**config.mk**
```make
export PLATFORM = sky130hd
export DESIGN_NAME = c2p_front
export DESIGN_NICKNAME = d
export VERILOG_FILES = /design/src/hw/rtl/c2p_pkg.sv /design/src/hw/rtl/c2p_front.sv
export SDC_FILE = /design/constraint.sdc
export NUM_CORES = 1
export LEC_CHECK = 0
export BUFFER_PORTS_ARGS = -buffer_cell sky130_fd_sc_hd__buf_2
export CAP_MARGIN = 10
export CORE_MARGIN = 3
export CORE_UTILIZATION = 40
export DETAILED_ROUTE_END_ITERATION = 10
export GPL_ROUTABILITY_DRIVEN = 0
export GPL_TIMING_DRIVEN = 0
export MAX_ROUTING_LAYER = met4
export PLACE_DENSITY = 0.67
export REMOVE_ABC_BUFFERS = 1
export SLEW_MARGIN = 25
export SYNTH_ARGS = -nofsm -noshare
export SYNTH_HDL_FRONTEND = slang
export SYNTH_SLANG_ARGS = --single-unit
```
**constraint.sdc**
```tcl
create_clock -name clk -period 10.3 [get_ports clk]
set_input_delay 0.515 -clock clk [delete_from_list [all_inputs] [get_ports clk]]
set_output_delay 0.515 -clock clk [all_outputs]
set_load 0.03 [all_outputs]
```
**src/hw/rtl/c2p_pkg.sv**
```systemverilog
package c2p_pkg;

  // Sizing
  localparam int COORD_WIDTH   = 16;
  localparam int CORDIC_STAGES = 16;
  localparam int NUM_CELLS     = (CORDIC_STAGES > COORD_WIDTH) ? CORDIC_STAGES : COORD_WIDTH;
  localparam int IDX_W         = $clog2(NUM_CELLS);
  localparam int SQ_W          = 2 * COORD_WIDTH;
  localparam int PRE_SHIFT     = 46 - COORD_WIDTH;
  localparam int CORD_W        = 48;
  localparam int Z_W           = 27;
  localparam int T_W           = 27;
  localparam int ROUND_SHIFT   = 11;
  localparam int ANG_W         = T_W - ROUND_SHIFT;
  localparam int RAD_W         = 16;
  localparam int RAD_FULL_W    = COORD_WIDTH + 1;
  localparam int RAD_CMP_W     = (RAD_FULL_W > RAD_W) ? RAD_FULL_W : RAD_W;
  localparam int ATAN_IDX_W    = 5;

  // Angles, 24 fraction bits
  localparam logic [T_W-1:0]        ANG_PI            = T_W'(52707179);
  localparam logic [T_W-1:0]        ANG_HALF_PI       = T_W'(26353589);
  localparam logic [T_W-1:0]        ANG_THREE_HALF_PI = T_W'(79060768);
  localparam logic [T_W-1:0]        ANG_TWO_PI        = T_W'(105414357);
  localparam logic signed [Z_W-1:0] ANG_HALF_PI_Z     = Z_W'(26353589);
  localparam logic [T_W-1:0]        ANG_ROUND         = T_W'(1024);
  // 2*pi in Q3.13
  localparam logic [ANG_W-1:0]      ANG_TWO_PI_Q13    = ANG_W'(51472);
  localparam logic [RAD_W-1:0]      RAD_MAX           = '1;

  typedef struct packed {
    logic signed [COORD_WIDTH-1:0] x_coord;
    logic signed [COORD_WIDTH-1:0] y_coord;
  } in_item_t;

  typedef struct packed {
    logic [RAD_W-1:0] radius;
    logic [ANG_W-1:0] angle;
  } out_item_t;

  // Quadrant flags carried alongside the datapath
  typedef struct packed {
    logic x_zero;
    logic y_zero;
    logic x_neg;
    logic y_neg;
  } quad_t;

  typedef struct packed {
    quad_t                    quad;
    logic signed [CORD_W-1:0] cx;
    logic signed [CORD_W-1:0] cy;
    logic signed [Z_W-1:0]    cz;
    logic [SQ_W-1:0]          rem;
    logic [SQ_W-1:0]          root;
  } cell_data_t;

  // round(atan(2^-i) * 2^24)
  function automatic logic signed [Z_W-1:0] atan_lut(input logic [ATAN_IDX_W-1:0] idx);
    logic signed [Z_W-1:0] val;
    unique case (idx)
      5'd0:    val = Z_W'(13176795);
      5'd1:    val = Z_W'(7778716);
      5'd2:    val = Z_W'(4110060);
      5'd3:    val = Z_W'(2086331);
      5'd4:    val = Z_W'(1047214);
      5'd5:    val = Z_W'(524117);
      5'd6:    val = Z_W'(262123);
      5'd7:    val = Z_W'(131069);
      5'd8:    val = Z_W'(65536);
      5'd9:    val = Z_W'(32768);
      5'd10:   val = Z_W'(16384);
      5'd11:   val = Z_W'(8192);
      5'd12:   val = Z_W'(4096);
      5'd13:   val = Z_W'(2048);
      5'd14:   val = Z_W'(1024);
      5'd15:   val = Z_W'(512);
      5'd16:   val = Z_W'(256);
      5'd17:   val = Z_W'(128);
      5'd18:   val = Z_W'(64);
      5'd19:   val = Z_W'(32);
      5'd20:   val = Z_W'(16);
      5'd21:   val = Z_W'(8);
      5'd22:   val = Z_W'(4);
      5'd23:   val = Z_W'(2);
      default: val = '0;
    endcase
    return val;
  endfunction

endpackage

```
**src/hw/rtl/c2p_front.sv**
```systemverilog
module c2p_front (
  input  logic                  clk,
  input  logic                  rst_n,
  input  logic                  up_valid,
  input  c2p_pkg::in_item_t     up_item,
  output logic                  up_ready,
  output logic                  dn_valid,
  output c2p_pkg::cell_data_t   dn_data,
  input  logic                  dn_ready
);
  import c2p_pkg::*;

  logic                   abs_valid_r;
  logic [COORD_WIDTH-1:0] ax_r, ax_nxt;
  logic [COORD_WIDTH-1:0] ay_r, ay_nxt;
  quad_t                  quad_r, quad_nxt;
  logic                   abs_ready;
  logic [COORD_WIDTH-1:0] x_raw, y_raw;

  logic                   sq_valid_r;
  cell_data_t             sq_data_r, sq_data_nxt;
  logic                   sq_ready;

  // Stage 1: magnitudes and quadrant flags
  always_comb begin
    x_raw = up_item.x_coord;
    y_raw = up_item.y_coord;
    quad_nxt.x_zero = (x_raw == '0);
    quad_nxt.y_zero = (y_raw == '0);
    quad_nxt.x_neg  = x_raw[COORD_WIDTH-1];
    quad_nxt.y_neg  = y_raw[COORD_WIDTH-1];
    ax_nxt = x_raw[COORD_WIDTH-1] ? (COORD_WIDTH'(0) - x_raw) : x_raw;
    ay_nxt = y_raw[COORD_WIDTH-1] ? (COORD_WIDTH'(0) - y_raw) : y_raw;
  end

  assign abs_ready = !abs_valid_r || sq_ready;
  assign up_ready  = abs_ready;

  always_ff @(posedge clk) begin
    if (!rst_n) begin
      abs_valid_r <= 1'b0;
    end else if (abs_ready) begin
      abs_valid_r <= up_valid;
    end
  end

  always_ff @(posedge clk) begin
    if (abs_ready && up_valid) begin
      ax_r   <= ax_nxt;
      ay_r   <= ay_nxt;
      quad_r <= quad_nxt;
    end
  end

  // Stage 2: sum of squares and CORDIC prescale
  always_comb begin
    sq_data_nxt.quad = quad_r;
    sq_data_nxt.cx   = signed'(CORD_W'(ax_r) << PRE_SHIFT);
    sq_data_nxt.cy   = signed'(CORD_W'(ay_r) << PRE_SHIFT);
    sq_data_nxt.cz   = '0;
    sq_data_nxt.rem  = SQ_W'(ax_r) * SQ_W'(ax_r) + SQ_W'(ay_r) * SQ_W'(ay_r);
    sq_data_nxt.root = '0;
  end

  assign sq_ready = !sq_valid_r || dn_ready;

  always_ff @(posedge clk) begin
    if (!rst_n) begin
      sq_valid_r <= 1'b0;
    end else if (sq_ready) begin
      sq_valid_r <= abs_valid_r;
    end
  end

  always_ff @(posedge clk) begin
    if (sq_ready && abs_valid_r) begin
      sq_data_r <= sq_data_nxt;
    end
  end

  assign dn_valid = sq_valid_r;
  assign dn_data  = sq_data_r;

endmodule

```
### Yosys cells after proc, flatten, opt, wreduce, memory -nomap -nowiden

Cells that the tools add are included.

* register bits after elaboration: 106
* logic and storage cells: 32
* bits of input ports: 36

* muxes and demuxes: 2
* $mul: 2
* reduce and logical (&&, ||, !) cells: 8
* $add $sub $neg: 3

Operator list (number)
* $mul 16x16->32: 2
* $add 32x32->32: 1
* $logic_not 16->1: 2
* $sub 1x16->16 const A: 2
* $mux 15: 2
* $logic_and 1x1->1: 2
* $logic_not 1->1: 2
* $logic_or 1x1->1: 2

### Logic depth before layout (Yosys ltp)

Gate-level depths: netlist of the first run.

* word-level depth: 4
* mapped depth: 26

### Worst setup path before layout of the first run

No wires, ideal clock.

* kind: reg-to-reg
* start point: register ax_r[7]
* end point: register sq_data_r (netlist bit dn_data[62]) (data pin)
* library setup time: 0.265 ns
* period minus slack after synthesis: 6.922 ns
* arrival time: 6.657 ns
* required time: 10.035 ns
* setup slack: 3.378 ns
* stages on the path, launching flop included: 25
* cells stage by stage: edfxtp_1 clkbuf_1 and2_1 inv_1 fa_1 inv_1 fa_1 fa_1 inv_1 fa_1 inv_1 fa_1 fa_1 fa_1 inv_1 fa_1 inv_1 ha_1 a21oi_1 o21ai_0 a221oi_1 o21ai_0 o31ai_1 o21ai_0 xor2_1

RTL lines
* start: declaration: line c2p_front.sv:14 `logic [COORD_WIDTH-1:0] ax_r, ax_nxt;`
* start signal: assignment: line c2p_front.sv:49 `ax_r <= ax_nxt;`
* end signal: assignment: line c2p_front.sv:77 `sq_data_r <= sq_data_nxt;`
* end: declaration: line c2p_front.sv:21 `cell_data_t sq_data_r, sq_data_nxt;`

==> results.md, run 1 <==
- Status: finished, final reports clean
- CORE AREA: 48100 um^2
- DR vias: 12.3k
- First DRT Iteration DRCs: 526
- CP Data Arrival Time: 8500 ps
- H-tree Lvls: 3
- Period Utilization, post-route: 0.812
- Post-DR vias/cell: 4.64
- Mapped Area: 19700 um^2
- DIE AREA: 51800 um^2
- Final ANT Viol Nets: 0
- Ant diodes: 0
- Max frequency: 120 MHz
- Hold_ws: 338 ps
- Setup Fix Bufs, Post-CTS: 0
- Top cell type's share of synthesized area: 0.390
- Clock-pin slew on the worst setup and hold paths: 70 ps
- Cts hold-fix bufs: 0
- Total number of yosys warnings: 0
- CTS tree: built
- Port Buffers: 105
- GRT Util Overall: 0.175
- Worst-margin pin slew: 1000 ps
- First-pass GRT wire length: 68300 um
- Post-DP HPWL: 34500 um
- RSZ-0062 raised after global routing: false
- Drt pass-1 iters: 5
- Endpoints failing hold: 0
- DR WL/cell: 15.4 um
- Most frequent CP cell: fa_1
- Vias in the first global route: 13.8k
- Primary FF master, synth: edfxtp_1
- Total CTS buffers: 9
- Layout cells sized above 1: 0.0739
- Crit-path max cell delay: 880 ps
- Initial antenna violation count: 0
- Post-synthesis cell count: 1924
- Register area share after synthesis: 0.161
- Cell family with most CP delay: adder cells
- Initial cell density of the core: 0.408
- Nets: 2613
- Worst Path Buf+Inv: 5
- Total congestion overflow: 0
- FP Rows: 80
- Clk_lat worst skew: 410 ps
- Area leader, netlist: fa_1
- Hold Path Class: in2reg
- Io pins: 229
- Distinct cell type count after synthesis: 61
- Max Cap Viol: 0
- Slew margin rel.: 0.333
- Final TNS setup: 0 ps
- Max stage delay cell, worst path: edfxtp_1
- Minimum clock period: 8360 ps
- FFs w/ async S/R, synth: 0
- Die W: 228 um
- Crit. End Element: flip-flop
- Synth Register Bits: 106
- Worst clock skew: 18.1 ps
- Top cells by area, synth: fa_1 39%, edfxtp_1 16%, ha_1 12%
- Worst path required time: 10440 ps
- Mapped Avg Cell Area: 10.2 um^2
- Post-cts resize count: 0
- Max FO, Critical Path: 17
- Largest net degree at the start of global routing: 27
- EDFF count, synth: 104
- Critical path cell sequence: inv_1 -> nor2_1 -> inv_1 -> fa_1 -> fa_1 -> inv_1 -> fa_1 -> inv_1 -> fa_1 -> inv_1 -> fa_1 -> fa_1 -> fa_1 -> fa_1 -> ha_1 -> a21oi_1 -> nor2_1 -> a211o_1 -> and2_1 -> o31ai_2 -> o21ai_0 -> xor2_1
- Detailed-route DRC error count: 0
- Startpoint types: flip-flop
- Die height: 228 um
- Setup Crit Path Kind: reg2reg
- Max-slew violations: 0
- Clk root buf: clkbuf_16
- Drt total wl: 41000 um
- Final setup viols: 0
- Area grow syn2layout: 5.49%
- Clock sink total: 106
- Clock Path Buffers: 2
-- cell usage after synthesis (all sizes together), types with 9 or more instances --
master,count
clkbuf,44
buf,124
and2,122
a21oi,35
edfxtp,104
ha,196
o21ai,24
xnor2,56
fa,383
nor2b,9
nand2,130
a21o,21
xor2,13
nor2,40
inv,518
-- cells in the final DEF, fill, tap and decap left out, drive strengths merged, types with 35 or more instances in the layout --
master	instances
conb	123
buf	109
xnor2	56
ha	196
a21oi	35
and2	122
nor2	40
nand2	130
edfxtp	104
inv	520
fa	383
-- flip-flops by register name, summed over array words and instances (netlist names) --
signal and count:
ax_r 16, abs_valid_r 1, quad_r 4, dn_data 68, dn_valid 1, ay_r 16
-- per-stage QoR --
step / std cells / area, um^2 / setup slack, ps / util
final: 2659 / 20700 / 1940 / 0.431
after global routing: 2659 / 20700 / 1640 / 0.431
after CTS: 2659 / 20700 / 2000 / 0.431
after detailed placement: 2643 / 20500 / 2040 / 0.425
after global placement: 2639 / 20300 / 1720 / 0.423
after floorplan: 1878 / 19000 / 3430 / -
-- final timing paths --
check,depth (start not counted),startpoint,slack [ps],endpoint
max,22,ay_r[1],1940,dn_data[62]
min,1,up_item[0],340,ay_r[0]
max reg2reg,22,ay_r[1],1940,dn_data[62]
min reg2reg,0,quad_r[0],420,dn_data[187]
-- metal layers --
metal,global-route usage,vias up,wire [um]
li1,-,5693,-
met1,0.200,6349,15900
met2,0.321,234,22700
met3,0.0285,56,1680
met4,0.0427,0,817
met5,-,-,0
-- final cells by class --
| cell class | count | area, um^2 |
|---|---|---|
| Tap cell | 656 | 821 |
| Sequential cell | 106 | 3160 |
| Timing Repair Buffer | 109 | 621 |
| Multi-Input combinational cell | 1254 | 13900 |
| Fill cell | 4652 | 27400 |
| Inverter | 518 | 1940 |
| Clock buffer | 10 | 229 |
| Clock inverter | 6 | 48.8 |
-- logic make-up after synthesis --
logic type / after synthesis / share of synthesized area
fa+ha+maj: 579 / 0.515
mux: 3 / 0.00166
simple gates: 348 / 0.0893
other cells: 1 / 0.000191
compound gates: 132 / 0.0467
xor+xnor: 69 / 0.0308
buf+inv: 686 / 0.155
flops: 106 / 0.161
Power of run 1 is left out: the tool's default activity adds up to more than one toggle a clock period on the data nets, which glitch-free logic cannot reach.
==> run 2: changes to the inputs <==
- clock period: 10.3 -> 7.7 ns (I/O delays scaled with it)
==> run 2 against run 1 <==
- global-route usage is 0.75 points higher
- via count is 3.3% higher
- non-clock buffer count is 89 higher
- critical path type unchanged
- critical endpoint is now dn_data[61]
==> results.md, run 2 (synthesis results as in run 1) <==
- DIE AREA: 51800 um^2 (unchanged)
- DR vias: 12.7k (+3.3%)
- Largest net degree at the start of global routing: 27 (unchanged)
- Final TNS setup: 0 ps (unchanged)
- Detailed-route DRC error count: 0 (unchanged)
- Layout cells sized above 1: 0.114 (+0.0399)
- Max Cap Viol: 0 (unchanged)
- Io pins: 229 (unchanged)
- Minimum clock period: 7450 ps (-906 ps)
- Clk_lat worst skew: 410 ps (about the same)
- CORE AREA: 48100 um^2 (unchanged)
- Initial cell density of the core: 0.408 (unchanged)
- Clock sink total: 106 (unchanged)
- Crit. End Element: flip-flop
- Status: finished, final reports clean
- Area grow syn2layout: 9.47%
- Clock-pin slew on the worst setup and hold paths: 70 ps (about the same)
- H-tree Lvls: 3 (unchanged)
- Worst-margin pin slew: 730 ps (-270 ps)
- Largest register FFs: 68 (unchanged)
- CTS tree: built
- Die W: 228 um (unchanged)
- DR WL/cell: 15.8 um (+2.3%)
- Port Buffers: 105 (unchanged)
- Clock Path Buffers: 2 (unchanged)
- Nets: 2702 (+3.4%)
- First DRT Iteration DRCs: 559 (+6.3%)
- Ant diodes: 0 (unchanged)
- Post-DR vias/cell: 4.64 (about the same)
- Max-slew violations: 0 (unchanged)
- Drt total wl: 43400 um (+5.7%)
- Setup Crit Path Kind: reg2reg
- First-pass GRT wire length: 70700 um (+3.4%)
- FP Rows: 80 (unchanged)
- Initial antenna violation count: 1 (+1)
- Most frequent cells in the layout: 517 x inv_1, 383 x fa_1, 196 x ha_1, 130 x nand2_1, 123 x conb_1
- Total CTS buffers: 9 (unchanged)
- Max FO, Critical Path: 9 (-8)
- Startpoint types: flip-flop
- Worst clock skew: 18.9 ps (+0.797 ps)
- Worst path required time: 7920 ps (-2520 ps)
- Final Util: 0.447 (+0.0162)
- Post-DP HPWL: 34500 um (unchanged)
- GRT Util Overall: 0.183 (+0.00753)
- Die height: 228 um (unchanged)
- Endpoints failing hold: 0 (unchanged)
- Drt pass-1 iters: 5 (unchanged)
- Hold Path Class: in2reg
- Total congestion overflow: 0 (unchanged)
- Final ANT Viol Nets: 0 (unchanged)
- Max frequency: 134 MHz (+12%)
- RSZ-0062 raised after global routing: false
- Slew margin rel.: 0.513 (+0.180)
- Most common cell after layout, fill and taps aside: inv_1
- CP Data Arrival Time: 7670 ps (-830 ps)
- Clk root buf: clkbuf_16
- Period Utilization, post-route: 0.968 (+0.156)
- Vias in the first global route: 14.1k (+2.2%)
- Final setup viols: 0 (unchanged)
## run 2: cell count changes in the layout (fill, tap and decap cells not counted)
cell / delta
inv_2: +1
buf_4: +80
buf_6: +1
o31ai_4: +1
o31ai_2: -1
buf_12: +8
inv_1: -1
## run 2: what timing repair did
item / in CTS / in global routing
gates resized for setup: 1 / 1
hold buffers: 0 / 0
pin swaps: 1 / 1
endpoints found under the setup margin: 9 / 8
setup buffers: 54 / 35
## run 2: worst max-delay path, stage by stage (launching register included)
cell and delay, ps:
edfxtp_1 580, buf_4 220, nand2_1 70, fa_1 500
inv_1 70, fa_1 510, inv_1 60, fa_1 480
fa_1 510, fa_1 510, inv_1 50, fa_1 550
fa_1 450, fa_1 490, ha_1 410, and3_1 190
a31oi_1 110, a21o_1 240, o221a_4 260, o41ai_4 400
buf_12 180, a31oi_2 120, o311ai_2 290
## run 2: through the flow
| step | hold slack [ps] | area, um^2 | instances | setup slack (ps) |
|---|---|---|---|---|
| 2_1_floorplan | 400 | 19000 | 1878 | 827 |
| 3_3_place_gp | 401 | 20300 | 2639 | -883 |
| 3_5_place_dp | 408 | 20500 | 2643 | -564 |
| 4_1_cts | 194 | 21200 | 2713 | -7.39 |
| 5_1_grt | 196 | 21500 | 2748 | 2.30 |
| 6_report | 205 | 21500 | 2748 | 247 |
## run 2: routing by layer
layer  GRT usage  vias to the layer above  wire [um]
met1       0.210                     6523      16800
met5           -                        -          0
met4      0.0496                        0       1030
met3      0.0340                       69       2060
met2       0.327                      273      23400
li1            -                     5873          -
## run 2: cell type report
class,instances,area [um^2]
multi-input cells,1254,13900
inverters,518,1940
well taps,656,821
repair buffers,198,1390
clock inverters,6,48.8
flip-flops and latches,106,3160
fillers,4582,26600
clock buffers,10,229
## run 2: final timing paths
kind / slack (ps) / startpoint / depth (start not counted) / to
setup / recovery: 250 / ax_r[6] / 22 / dn_data[61]
hold / removal: 200 / up_item[0] / 1 / ay_r[0]
setup reg to reg: 250 / ax_r[6] / 22 / dn_data[61]
hold reg to reg: 420 / quad_r[0] / 0 / dn_data[187]
Power of run 2 is left out for the same reason.
