### src/hw/rtl/c2p_pkg.sv
package c2p_pkg;

  // Sizing
  localparam int COORD_WIDTH   = 16;
  localparam int CORDIC_STAGES = 16;
  localparam int NUM_CELLS     = (CORDIC_STAGES > COORD_WIDTH) ? CORDIC_STAGES : COORD_WIDTH;
  localparam int IDX_W         = $clog2(NUM_CELLS);
  localparam int SQ_W          = 2 * COORD_WIDTH;
  localparam int PRE_SHIFT     = 46 - COORD_WIDTH;
  localparam int CORD_W        = 48;
  localparam int Z_W           = 27;
  localparam int T_W           = 27;
  localparam int ROUND_SHIFT   = 11;
  localparam int ANG_W         = T_W - ROUND_SHIFT;
  localparam int RAD_W         = 16;
  localparam int RAD_FULL_W    = COORD_WIDTH + 1;
  localparam int RAD_CMP_W     = (RAD_FULL_W > RAD_W) ? RAD_FULL_W : RAD_W;
  localparam int ATAN_IDX_W    = 5;

  // Angles, 24 fraction bits
  localparam logic [T_W-1:0]        ANG_PI            = T_W'(52707179);
  localparam logic [T_W-1:0]        ANG_HALF_PI       = T_W'(26353589);
  localparam logic [T_W-1:0]        ANG_THREE_HALF_PI = T_W'(79060768);
  localparam logic [T_W-1:0]        ANG_TWO_PI        = T_W'(105414357);
  localparam logic signed [Z_W-1:0] ANG_HALF_PI_Z     = Z_W'(26353589);
  localparam logic [T_W-1:0]        ANG_ROUND         = T_W'(1024);
  // 2*pi in Q3.13
  localparam logic [ANG_W-1:0]      ANG_TWO_PI_Q13    = ANG_W'(51472);
  localparam logic [RAD_W-1:0]      RAD_MAX           = '1;

  typedef struct packed {
    logic signed [COORD_WIDTH-1:0] x_coord;
    logic signed [COORD_WIDTH-1:0] y_coord;
  } in_item_t;

  typedef struct packed {
    logic [RAD_W-1:0] radius;
    logic [ANG_W-1:0] angle;
  } out_item_t;

  // Quadrant flags carried alongside the datapath
  typedef struct packed {
    logic x_zero;
    logic y_zero;
    logic x_neg;
    logic y_neg;
  } quad_t;

  typedef struct packed {
    quad_t                    quad;
    logic signed [CORD_W-1:0] cx;
    logic signed [CORD_W-1:0] cy;
    logic signed [Z_W-1:0]    cz;
    logic [SQ_W-1:0]          rem;
    logic [SQ_W-1:0]          root;
  } cell_data_t;

  // round(atan(2^-i) * 2^24)
  function automatic logic signed [Z_W-1:0] atan_lut(input logic [ATAN_IDX_W-1:0] idx);
    logic signed [Z_W-1:0] val;
    unique case (idx)
      5'd0:    val = Z_W'(13176795);
      5'd1:    val = Z_W'(7778716);
      5'd2:    val = Z_W'(4110060);
      5'd3:    val = Z_W'(2086331);
      5'd4:    val = Z_W'(1047214);
      5'd5:    val = Z_W'(524117);
      5'd6:    val = Z_W'(262123);
      5'd7:    val = Z_W'(131069);
      5'd8:    val = Z_W'(65536);
      5'd9:    val = Z_W'(32768);
      5'd10:   val = Z_W'(16384);
      5'd11:   val = Z_W'(8192);
      5'd12:   val = Z_W'(4096);
      5'd13:   val = Z_W'(2048);
      5'd14:   val = Z_W'(1024);
      5'd15:   val = Z_W'(512);
      5'd16:   val = Z_W'(256);
      5'd17:   val = Z_W'(128);
      5'd18:   val = Z_W'(64);
      5'd19:   val = Z_W'(32);
      5'd20:   val = Z_W'(16);
      5'd21:   val = Z_W'(8);
      5'd22:   val = Z_W'(4);
      5'd23:   val = Z_W'(2);
      default: val = '0;
    endcase
    return val;
  endfunction

endpackage

### src/hw/rtl/c2p_cell.sv
module c2p_cell (
  input  logic                      clk,
  input  logic                      rst_n,
  input  logic [c2p_pkg::IDX_W-1:0] cell_idx,
  input  logic                      up_valid,
  input  c2p_pkg::cell_data_t       up_data,
  output logic                      up_ready,
  output logic                      dn_valid,
  output c2p_pkg::cell_data_t       dn_data,
  input  logic                      dn_ready
);
  import c2p_pkg::*;

  logic                     valid_r;
  cell_data_t               data_r, data_nxt;
  logic                     cordic_en, sqrt_en;
  logic signed [CORD_W-1:0] cx, cy, xs, ys;
  logic signed [Z_W-1:0]    atan_val;
  logic [SQ_W-1:0]          sq_one, trial;

  // One CORDIC vectoring step and one square-root digit
  always_comb begin
    cordic_en = (int'(cell_idx) < CORDIC_STAGES);
    sqrt_en   = (int'(cell_idx) < COORD_WIDTH);
    cx        = up_data.cx;
    cy        = up_data.cy;
    xs        = cx >>> cell_idx;
    ys        = cy >>> cell_idx;
    atan_val  = atan_lut(ATAN_IDX_W'(cell_idx));
    sq_one    = sqrt_en ? (SQ_W'(1) << (2 * (COORD_WIDTH - 1 - int'(cell_idx)))) : '0;
    trial     = up_data.root + sq_one;

    data_nxt = up_data;
    if (cordic_en) begin
      if (!cy[CORD_W-1]) begin
        data_nxt.cx = cx + ys;
        data_nxt.cy = cy - xs;
        data_nxt.cz = up_data.cz + atan_val;
      end else begin
        data_nxt.cx = cx - ys;
        data_nxt.cy = cy + xs;
        data_nxt.cz = up_data.cz - atan_val;
      end
    end
    if (sqrt_en) begin
      if (up_data.rem >= trial) begin
        data_nxt.rem  = up_data.rem - trial;
        data_nxt.root = (up_data.root >> 1) + sq_one;
      end else begin
        data_nxt.root = up_data.root >> 1;
      end
    end
  end

  assign up_ready = !valid_r || dn_ready;

  always_ff @(posedge clk) begin
    if (!rst_n) begin
      valid_r <= 1'b0;
    end else if (up_ready) begin
      valid_r <= up_valid;
    end
  end

  always_ff @(posedge clk) begin
    if (up_ready && up_valid) begin
      data_r <= data_nxt;
    end
  end

  assign dn_valid = valid_r;
  assign dn_data  = data_r;

endmodule

### config.mk
export PLATFORM = sky130hd
export DESIGN_NAME = c2p_cell
export DESIGN_NICKNAME = d
export VERILOG_FILES = /design/src/hw/rtl/c2p_pkg.sv /design/src/hw/rtl/c2p_cell.sv
export SDC_FILE = /design/constraint.sdc
export NUM_CORES = 1
export LEC_CHECK = 0
export BUFFER_PORTS_ARGS = -buffer_cell sky130_fd_sc_hd__buf_2
export CORE_AREA = 10 10 211 292
export DETAILED_ROUTE_END_ITERATION = 10
export DIE_AREA = 0 0 221 302
export GPL_TIMING_DRIVEN = 0
export MAX_ROUTING_LAYER = met4
export PLACE_DENSITY_LB_ADDON = 0.1
export SLEW_MARGIN = 40
export SYNTH_ARGS = -nofsm -noshare
export SYNTH_HDL_FRONTEND = slang
export SYNTH_SLANG_ARGS = --single-unit
### constraint.sdc
create_clock -name clk -period 7.78 [get_ports clk]
set_clock_uncertainty 0.05 [all_clocks]
set_input_delay 0.389 -clock clk [delete_from_list [all_inputs] [get_ports clk]]
set_output_delay 0.389 -clock clk [all_outputs]
set_load 0.01 [all_outputs]
# Word-level counts from Yosys, hierarchy flattened
# Memories as Yosys holds them, arrays and structs flattened.
# Index checks and enable logic that the tools add are counted.
# op_classes
add_sub_neg	10
n_lt_le_gt_ge	1
shifts	3
muxes	3
reduce_logical	3
# op_table
operator	count
123-bit two-way mux	1
48-bit adder	2
48-bit by 4-bit >>> shifter with 48-bit output	2
48-bit subtractor	2
31-bit by 32-bit adder with 32-bit output	1
32-bit adder	1
32-bit >= comparator	1
32-bit two-way mux	1
1-bit by 32-bit << shifter with 32-bit output (first input constant)	1
32-bit subtractor	1
31-bit two-way mux	1
27-bit adder	1
27-bit subtractor	1
4-bit by 4-bit subtractor with 5-bit output (first input constant)	1
1-bit logical AND	1
1-bit zero test	1
1-bit logical OR	1
# totals
register_bits	192
rom_bits	384
input_bits	199
output_inout_bits	193
n_memories	1
# mem_list
name	words	width	read_ports	rd_ports_with_merged_regs	write_ports	line_no	text
(name not given)	16	24	1	0	0	c2p_pkg.sv:61	unique case (idx)

# Longest topological paths before layout
# Gate-level depths: netlist of the first run.
# depth
ltp_word	5
ltp_mapped	33
mapped_depth_nobuf	24

# Worst setup path after synthesis of the first run
# Ideal clock, no wire load.
# synth_path
path_kind	input to register
startpoint	input port cell_idx[1] in the netlist's numbering
endpoint	register data_r (netlist bit dn_data[0]) (data pin)
setup_time_ns	0.260
arrival_time_ns	7.323
t_required_ns	7.470
slack_ns	0.147
path_stages	30
path_buffers	11
path_cell_list	buf_2 -> clkinv_1 -> buf_2 -> buf_1 -> buf_2 -> buf_2 -> buf_1 -> clkbuf_1 -> buf_1 -> ha_1 -> clkbuf_1 -> and3_1 -> buf_2 -> xnor2_1 -> a41o_1 -> a211o_1 -> a31o_2 -> a31oi_1 -> nor2b_1 -> xnor2_1 -> ha_1 -> a211oi_1 -> o21a_1 -> o21ai_0 -> a211oi_1 -> o21ai_1 -> a311o_1 -> a31oi_1 -> clkbuf_1 -> mux2_2
# synth_lines
element	line_no	text
from (decl)	c2p_cell.sv:4	input logic [c2p_pkg::IDX_W-1:0] cell_idx,
to (signal assigned)	c2p_cell.sv:67	data_r <= data_nxt;
to (decl)	c2p_cell.sv:15	cell_data_t data_r, data_nxt;

==> flow_metrics.py, run 1 <==
metrics = {
    "status": {
        "status": "finished, final reports clean",
    },
    "clock_network": {
        "clkSlewWorstSetupHoldPaths_ns": 0.07,
        "clock_path_buffers": 2,
        "h-tree-depth": 4,
        "cts_root_buffer": "clkbuf_16",
        "postCtsHoldBufs": 0,
        "cts_sinks": 192,
        "clk_latency_ns": 0.49,
        "cts_tree": "yes",
        "numCtsBuffers": 17,
    },
    "route": {
        "wl_mm": 111.0,
        "top_layer": "met4",
        "first_pass_iters": 5,
        "vias": 25330,
        "wl_per_cell_um": 27.98,
        "wl_met2_mm": 54.19,
        "vias_per_cell": 6.387,
        "dr_wl_met3_mm": 8.536,
        "drc_errors": 0,
        "ant_nets": 0,
        "drt_iter0_markers": 2445,
        "wl_met1_mm": 41.31,
    },
    "yosys": {
        "post-synth-top-area-cell": "edfxtp_1",
        "synth-edff-count": 191,
        "synth-simple-area-share": 0.1573,
        "synth_top_cell_area_share": 0.2296,
        "muxShareOfSynthArea": 0.1534,
        "ys_seq_area_frac": 0.2304,
        "yosys-top-cells-count": "nand2_1, a21oi_1, xnor2_1, edfxtp_1, ha_1",
        "synth_flop_cell": "edfxtp_1",
        "synth_seq_cells": 192,
        "synthesis.nets": 3196,
        "synth-compound-area-share": 0.2103,
        "synth_cell_types": 89,
        "synthCells": 2804,
        "synth_area_leaders": "edfxtp_1, mux4_2, ha_1, xnor2_1, a21oi_1",
        "yosys_warnings": 0,
        "synth_fa_ha_area_frac": 0.09908,
        "synthMostInstantiatedCell": "nand2_1",
        "synthArstFlopShare": 0,
        "syn_area_mm2": 0.02498,
        "syn_avg_cell_area_um2": 8.908,
        "synth_top_family_by_area": "compound AO/OA/AOI/OAI gates",
        "synth-xor-area-share": 0.1105,
    },
    "timing": {
        "fmax_ghz": 0.1320,
        "setup_viol": 0,
        "worst_slew_pin_slew_ns": 0.9283,
        "relSlewSlack": 0.3812,
        "hold_viol_final": 0,
        "min_period_over_period": 0.9739,
        "drv_slew": 0,
        "rsz0062_at_grt": "no",
        "worst_hold_slack_ns": 0.02128,
        "fin_crit_ns": 7.577,
    },
    "critical_path": {
        "cp_common_cell": "buf_4",
        "critPathBufInv": 12,
        "crit_path_max_fanout": 19,
        "crit_slowest_cell": "clkbuf_1",
        "max_stage_delay_ns": 0.66,
        "path_class": "primary input to flop",
        "startpoint_type": "primary input",
        "critPathCaptureType": "flop",
        "worstPathRequired_ns": 7.97,
        "ff2ff_path_depth": 5,
        "path_depth": 28,
        "cpLargestDelayFamily": "buffers and inverters",
        "arrival_ns": 7.76,
    },
    "floorplanning": {
        "ios": 392,
        "num_rows": 103,
        "dieArea_mm2": 0.06674,
        "core_area_mm2": 0.05619,
        "start_util": 0.4445,
        "die_y_um": 302,
        "die_x_um": 221,
    },
    "global_route": {
        "grt_max_degree": 47,
        "grt_use_total": 0.3303,
        "overflow": 0,
        "grt_first_pass_wirelength_mm": 163.2,
        "grt_pass1_vias": 25760,
        "antenna_found_initial": 15,
    },
    "flow_run": {
        "maxCapViolCount": 0,
    },
    "power": {
        "p_per_area_mw_per_mm2": 182.9,
        "p_int_uw": 3020,
        "pwr-share-comb": 0.539,
        "netSwitchingFraction": 0.4263,
        "clkPwrFrac": 0.177,
        "seqPwrFrac": 0.284,
        "power_uw": 5265,
        "peakVddDrop_mv": 0.1808,
        "p_leak_uw": 0.01204,
        "p_sw_uw": 2244,
    },
    "hold_path": {
        "hold_class": "primary input to flop",
        "whs_path_depth": 1,
    },
    "place": {
        "io_buffers": 385,
        "place.gp.congestion": 1.020,
        "hpwl_mm": 90.58,
    },
    "final_layout": {
        "final_layout_size_suffix_gt1_frac": 0.2317,
        "n_fill_cell": 5428,
        "syn_to_final_growth_pct": 15.25,
        "final_net_count": 3594,
    },
}
## metal layers
layer	vias up	track usage
met5	-	-
met4	0	0.1851
met3	337	0.06191
met2	1344	0.5623
met1	12230	0.3588
li1	11420	-
## cells by family after synthesis
family / after synthesis
AOI/OAI and AO/OA: 826
buffers and inverters: 226
adders and majority gates: 196
DFF: 192
and+or+nand+nor: 817
muxes: 232
xor gates and xnor gates: 315
## area by class of cell
class,count,area [µm²],share of cell area
flip-flops and latches,192,5756,0.1999
inverters,70,270.3,0.009388
plain buffers,145,843.3,0.02930
repair buffers,390,2014,0.06998
diodes,16,40.04,0.001391
clock inverters,12,123.9,0.004303
clock buffers,20,446.7,0.01552
well taps,735,919.6,0.03195
multi-input cells,2386,18370,0.6382
## sequential cells by signal, summed over array words and instances, names as in the netlist
| register | count |
|---|---|
| dn_data | 191 |
| dn_valid | 1 |
## placed cells by master (no fill, tap or decap), types with 17 or more instances in the layout
cell / instances
and3_1: 48
o21bai_1: 35
xnor2_1: 203
a21oi_1: 244
clkbuf_2: 21
xor2_1: 112
clkbuf_16: 17
buf_2: 412
a31oi_1: 56
o21ai_0: 172
nor2b_1: 41
and2_1: 30
nor3_1: 42
nand2_1: 279
clkbuf_1: 55
nand4_1: 29
edfxtp_1: 191
nand3_1: 68
a21o_1: 107
mux2i_1: 51
inv_1: 67
o211ai_1: 17
nor2_1: 180
nand2b_1: 24
buf_4: 18
mux2_2: 65
a211oi_1: 28
mux4_2: 114
ha_1: 187
## per-stage QoR
stage	cells	setup TNS, ns	worst slack, ns	utilization	cell area (µm²)
floorplan	2804	0	0.1474	-	24980
global placement	3924	-427.00	-4.532	0.4952	27820
detailed placement	3928	-357.37	-4.284	0.4973	27940
CTS	3952	0	0.005398	0.5100	28660
global route	3965	0	0.01888	0.5123	28780
finish	3966	0	0.2031	0.5123	28790
## final timing paths
| path | slack (ns) | to | startpoint |
|---|---|---|---|
| setup / recovery | 0.20 | dn_data[1]$_DFFE_PP_ | cell_idx[2] |
| hold / removal | 0.02 | dn_data[190]$_DFFE_PP_ | up_data[190] |
| setup reg to reg | 5.65 | dn_data[94]$_DFFE_PP_ | dn_valid$_SDFFE_PN0N_ |
| hold reg to reg | 0.50 | dn_valid$_SDFFE_PN0N_ | dn_valid$_SDFFE_PN0N_ |
## timing repair
item | CTS | global route
endpoints found under the hold margin | 0 | 0
gates cloned | 0 | 0
pin swaps | 0 | 1
endpoints found under the setup margin | 140 | 76
gates resized for setup | 68 | 35
setup buffers | 0 | 1
## worst reg2reg max path: cells and delay by family, from the launching register on
kind          cells  cell delay (ns)
flops             1             0.31
simple gates      2             0.56
buf+inv           3             0.86
## power groups by stage
stage	sequential [µW]	clock [µW]	combinational (µW)
floorplan	1620	0	1750
global placement	1530	0	2730
detailed placement	1520	0	2760
CTS	1500	943	2800
global route	1520	977	3070
finish	1500	930	2840
Note: power is estimated with default switching activity, not from simulation.
==> inputs of run 2 (changes only) <==
--- a/config.mk
+++ b/config.mk
@@ -13,3 +13,3 @@
 export MAX_ROUTING_LAYER = met4
-export PLACE_DENSITY_LB_ADDON = 0.1
+export PLACE_DENSITY_LB_ADDON = 0.08
 export SLEW_MARGIN = 40
==> constraint.sdc (replaced) <==
create_clock -name clk -period 7.78 [get_ports clk]
set_clock_uncertainty 0.05 [all_clocks]
set_input_delay 1.167 -clock clk [delete_from_list [all_inputs] [get_ports clk]]
set_output_delay 1.167 -clock clk [all_outputs]
set_load 0.01 [all_outputs]
==> run 2 against run 1 <==
Net effect:
- cell count up 0.43%
- global-route usage up 0.35 points
- worst setup slack worse by 0.064 ns
- worst hold slack better by 0.49 ns
- clock power down 3.3%
- flip-flop and latch count unchanged
- non-clock buffer count up 23
- register-to-register slack better by 0.22 ns
- total power up 0.63%
- via count up 0.77%
- critical endpoint unchanged
- largest power group unchanged
- wire length up 0.95%
- combinational power up 2%
==> flow_metrics.py, run 2 (synthesis gave the netlist of run 1 again) <==
metrics = {
    "status": {
        "status": "finished, final reports clean",
    },
    "route": {
        "wl_mm": 112.0,
        "vias": 25530,
        "ant_nets": 0,
        "vias_per_cell": 6.408,
        "drc_errors": 0,
        "first_pass_iters": 6,
        "wl_per_cell_um": 28.12,
        "drt_iter0_markers": 2282,
    },
    "timing": {
        "fin_ws_ns": 0.1387,
        "hold_viol_final": 0,
        "worst_slew_pin_slew_ns": 0.9310,
        "fin_tns_setup_ns": 0,
        "setup_viol": 0,
        "rsz0062_at_grt": "yes",
        "min_period_over_period": 0.9822,
        "drv_slew": 0,
        "relSlewSlack": 0.3793,
        "fin_crit_ns": 7.641,
        "worst_hold_slack_ns": 0.5069,
        "fmax_ghz": 0.1309,
    },
    "final_layout": {
        "layout_commonest_cell": "buf_2",
        "final_net_count": 3617,
        "n_fill_cell": 5343,
        "mostFrequentLayoutCells": "buf_2, nand2_1, a21oi_1",
        "multiInputGateArea_mm2": 0.01850,
        "largest_register_ffs": 191,
        "instances_no_fill": 3983,
        "syn_to_final_growth_pct": 17.11,
        "final_layout_size_suffix_gt1_frac": 0.2434,
        "final_area_mm2": 0.02925,
        "seqCellArea_mm2": 0.005756,
    },
    "global_route": {
        "grt_use_total": 0.3337,
        "grt_first_pass_wirelength_mm": 164.9,
        "antenna_found_initial": 10,
        "grt_max_degree": 45,
        "grt_pass1_vias": 25990,
        "overflow": 0,
    },
    "critical_path": {
        "path_class": "primary input to flop",
        "crit_path_max_fanout": 19,
        "worstPathRequired_ns": 7.97,
        "arrival_ns": 7.83,
        "crit_start": "cell_idx[3]",
        "r2r_start": "dn_valid$_SDFFE_PN0N_",
        "max_stage_delay_ns": 0.43,
        "cp_common_cell": "buf_6",
        "crit_slowest_cell": "or3_1",
        "critPathBufInv": 13,
        "critPathCaptureType": "flop",
        "cpLargestDelayFamily": "buffers and inverters",
        "startpoint_type": "primary input",
    },
    "place": {
        "io_buffers": 385,
        "placed_cell_area_mm2": 0.02796,
        "place.gp.congestion": 1.007,
        "hpwl_mm": 90.20,
        "post-place-ws_ns": -4.046,
        "place_inst": 3929,
    },
    "power": {
        "p_per_area_mw_per_mm2": 181.1,
        "p_leak_uw": 0.01227,
        "peakVddDrop_mv": 0.1874,
    },
    "clock_network": {
        "clkSlewWorstSetupHoldPaths_ns": 0.07,
        "cts_sinks": 192,
        "h-tree-depth": 4,
        "cts_root_buffer": "clkbuf_16",
        "clk_latency_ns": 0.49,
        "clock_path_buffers": 2,
        "cts_tree": "yes",
        "numCtsBuffers": 17,
    },
    "floorplanning": {
        "dieArea_mm2": 0.06674,
        "start_util": 0.4445,
        "core_area_mm2": 0.05619,
        "num_rows": 103,
        "die_x_um": 221,
        "ios": 392,
        "die_y_um": 302,
    },
    "flow_run": {
        "maxCapViolCount": 0,
    },
    "hold_path": {
        "worstHoldStart": "dn_valid$_SDFFE_PN0N_",
        "hold_class": "flop to flop",
    },
}
run 2: cell count changes in the layout (fill, tap and decap cells not counted), moves of 6 or more:
cell / previous run / this run
buf_4: 18 / 36
buf_2: 412 / 401
buf_8: 3 / 10
buf_6: 11 / 17
diode_2: 16 / 10
o21ai_0: 172 / 166
run 2: stage by stage:
stage          total power [µW]    util
4_1_cts                    5261  0.5181
3_3_place_gp               4265  0.4955
2_1_floorplan              3372       -
6_report                   5298  0.5206
5_1_grt                    5608  0.5206
3_5_place_dp               4283  0.4977
run 2: final timing paths:
| check | end | slack, ns | cells past startpoint |
|---|---|---|---|
| setup / recovery | dn_data[1]$_DFFE_PP_ | 0.14 | 29 |
| hold / removal | dn_valid$_SDFFE_PN0N_ | 0.51 | 2 |
| setup reg to reg | dn_data[142]$_DFFE_PP_ | 5.87 | 4 |
| hold reg to reg | dn_valid$_SDFFE_PN0N_ | 0.51 | 2 |
run 2: cell type report:
class	instances	area share
diodes	10	0.0008555
plain buffers	147	0.03550
clock buffers	20	0.01527
clock inverters	12	0.003507
inverters	70	0.009154
multi-input cells	2386	0.6324
flip-flops and latches	192	0.1968
well taps	735	0.03144
repair buffers	411	0.07507
run 2: where the power goes:
group,leakage [µW],switching (µW),internal (µW),total [µW]
registers,0.00186,64.5,1440,1500
logic,0.0101,1730,1170,2900
clock network,0.000267,472,427,899
run 2: routing by layer:
layer  global-route usage  routed length (µm)  vias up
met2               0.5644               54600     1343
met3              0.06703                8164      373
met5                    -                   0        -
li1                     -                   -    11470
met4               0.1920                7042        0
met1               0.3611               42210    12340
run 2: timing repair:
item / in CTS / in global routing
buffers inserted: 10 / 10
resized for setup: 149 / 34
pin swaps: 9 / 5
setup endpoints to repair: 153 / 85
hold buffers: 0 / 0
gates cloned: 1 / 0
run 2: tightest hold or removal path, cell delays in order, from the launching register on:
cell and delay, ns:
dfxtp_1 0.31, nand2b_1 0.10, a21boi_0 0.09
==> inputs of run 3 (changes only) <==
Settings changed: CORE_AREA 10 10 211 292 to 10 10 255 355, DIE_AREA 0 0 221 302 to 0 0 265 365.
==> run 3 against run 2 <==
Net effect:
- design area grew 2.3%
- non-clock buffer count grew 6
- clock power grew 9.0%
- critical path depth grew 4
- register-to-register slack lost 0.05 ns
- wire length grew 10%
- cell count grew 9.1%
==> flow_metrics.py, run 3 (synthesis gave the netlist of run 1 again) <==
metrics = {
    "status": {
        "status": "finished, final reports clean",
    },
    "critical_path": {
        "crit_path_end": "dn_data[0]$_DFFE_PP_",
        "critPathBufInv": 11,
        "crit_slowest_cell": "maj3_1",
        "crit_start": "cell_idx[2]",
        "arrival_ns": 7.82,
        "rr_endpoint": "dn_data[140]$_DFFE_PP_",
        "path_depth": 33,
        "startpoint_type": "primary input",
        "max_stage_delay_ns": 0.40,
        "path_class": "primary input to flop",
        "regToRegSetupSlack_ns": 5.82,
        "ff2ff_path_depth": 4,
        "cpLargestDelayFamily": "compound AO/OA/AOI/OAI gates",
        "r2r_start": "dn_valid$_SDFFE_PN0N_",
        "cp_common_cell": "buf_12",
        "crit_path_max_fanout": 19,
        "critPathCaptureType": "flop",
        "worstPathRequired_ns": 8.01,
    },
    "floorplanning": {
        "start_util": 0.2978,
        "core_area_mm2": 0.08387,
        "ios": 392,
        "die_x_um": 265,
        "die_y_um": 365,
        "dieArea_mm2": 0.09673,
        "num_rows": 126,
    },
    "final_layout": {
        "largest_register_ffs": 191,
        "final_net_count": 3623,
        "syn_to_final_growth_pct": 19.79,
        "instances_no_fill": 4344,
        "layout_commonest_cell": "buf_2",
        "mostFrequentLayoutCells": "buf_2, nand2_1, a21oi_1",
        "final_area_mm2": 0.02992,
        "n_fill_cell": 8792,
        "final_layout_size_suffix_gt1_frac": 0.2497,
    },
    "global_route": {
        "antenna_found_initial": 13,
        "grt_pass1_vias": 25750,
        "grt_use_total": 0.2567,
        "grt_max_degree": 41,
        "grt_first_pass_wirelength_mm": 177.5,
        "overflow": 0,
    },
    "clock_network": {
        "clk_latency_ns": 0.54,
        "clkSlewWorstSetupHoldPaths_ns": 0.09,
        "cts_sinks": 192,
        "cts_root_buffer": "clkbuf_16",
        "clock_path_buffers": 2,
        "h-tree-depth": 4,
        "numCtsBuffers": 17,
        "cts_tree": "yes",
    },
    "place": {
        "io_buffers": 385,
        "placed_cell_area_mm2": 0.02841,
        "place_inst": 4281,
        "place.gp.congestion": 0.9815,
        "hpwl_mm": 101.2,
    },
    "power": {
        "pwr-share-comb": 0.544,
        "clkPwrFrac": 0.181,
        "netSwitchingFraction": 0.4374,
        "p_leak_uw": 0.01236,
        "seqPwrFrac": 0.275,
        "power_uw": 5415,
        "peakVddDrop_mv": 0.2033,
        "p_per_area_mw_per_mm2": 181.0,
        "p_sw_uw": 2368,
        "p_int_uw": 3046,
    },
    "timing": {
        "drv_slew": 0,
        "fin_tns_setup_ns": 0,
        "fmax_ghz": 0.1317,
        "min_period_over_period": 0.9760,
        "worst_slew_pin_slew_ns": 0.8581,
        "hold_viol_final": 0,
        "fin_crit_ns": 7.593,
        "relSlewSlack": 0.4279,
        "rsz0062_at_grt": "yes",
        "worst_hold_slack_ns": 0.4968,
        "setup_viol": 0,
    },
    "hold_path": {
        "hold_class": "flop to flop",
    },
    "route": {
        "ant_nets": 0,
        "vias_per_cell": 5.733,
        "vias": 24900,
        "wl_per_cell_um": 28.37,
        "first_pass_iters": 5,
        "wl_mm": 123.3,
        "drc_errors": 0,
        "drt_iter0_markers": 1660,
    },
    "flow_run": {
        "maxCapViolCount": 0,
    },
}
run 3: worst reg2reg max path, delay by kind of cell (launching register included):
family        cells  cell delay (ns)
flops             1             0.32
buf+inv           2             0.60
simple gates      2             0.62
run 3: stage by stage:
step	setup slack [ns]	utilization
5_1_grt	-0.02799	0.3568
3_5_place_dp	-4.273	0.3387
3_3_place_gp	-4.900	0.3372
6_report	0.1867	0.3568
2_1_floorplan	0.02283	-
4_1_cts	0.006636	0.3542
run 3: worst min path at each step:
stage | from | end | cells after the start
final | dn_valid$_SDFFE_PN0N_ | dn_valid$_SDFFE_PN0N_ | 2
after CTS | dn_valid$_SDFFE_PN0N_ | dn_valid$_SDFFE_PN0N_ | 2
after global placement | dn_valid$_SDFFE_PN0N_ | dn_valid$_SDFFE_PN0N_ | 2
after global routing | dn_valid$_SDFFE_PN0N_ | dn_valid$_SDFFE_PN0N_ | 2
after floorplan | dn_valid$_SDFFE_PN0N_ | dn_valid$_SDFFE_PN0N_ | 2
after detailed placement | dn_valid$_SDFFE_PN0N_ | dn_valid$_SDFFE_PN0N_ | 2
run 3: area by class of cell:
cell class / instances / area (µm²) / share of cell area
Tap cell: 1088 / 1361 / 0.04550
Clock inverter: 15 / 185.2 / 0.006189
Antenna cell: 12 / 30.03 / 0.001004
Timing Repair Buffer: 418 / 2280 / 0.07619
Buffer: 146 / 1072 / 0.03584
Inverter: 70 / 269.0 / 0.008991
Multi-Input combinational cell: 2386 / 18540 / 0.6197
Sequential cell: 192 / 5756 / 0.1924
Clock buffer: 17 / 425.4 / 0.01422
run 3: power by group through the flow:
stage | logic [µW] | registers (µW) | clock network [µW]
5_1_grt | 3210 | 1510 | 1060
4_1_cts | 2940 | 1490 | 1030
3_3_place_gp | 2840 | 1530 | 0
2_1_floorplan | 1750 | 1620 | 0
6_report | 2950 | 1490 | 980
3_5_place_dp | 2840 | 1520 | 0
run 3: layer usage:
| layer | track usage | wire (µm) | vias to the layer above |
|---|---|---|---|
| met5 | - | 0 | - |
| met2 | 0.4646 | 63670 | 956 |
| li1 | - | - | 11480 |
| met3 | 0.05018 | 7035 | 246 |
| met4 | 0.09999 | 5370 | 0 |
| met1 | 0.2722 | 47180 | 12220 |
run 3: repair_timing:
| item | 4_1_cts | 5_1_grt |
|---|---|---|
| setup buffers | 19 | 7 |
| hold buffers | 0 | 0 |
| resized for setup | 151 | 48 |
| setup endpoints to repair | 154 | 89 |
| cloned | 1 | 1 |
| pin swaps | 11 | 6 |
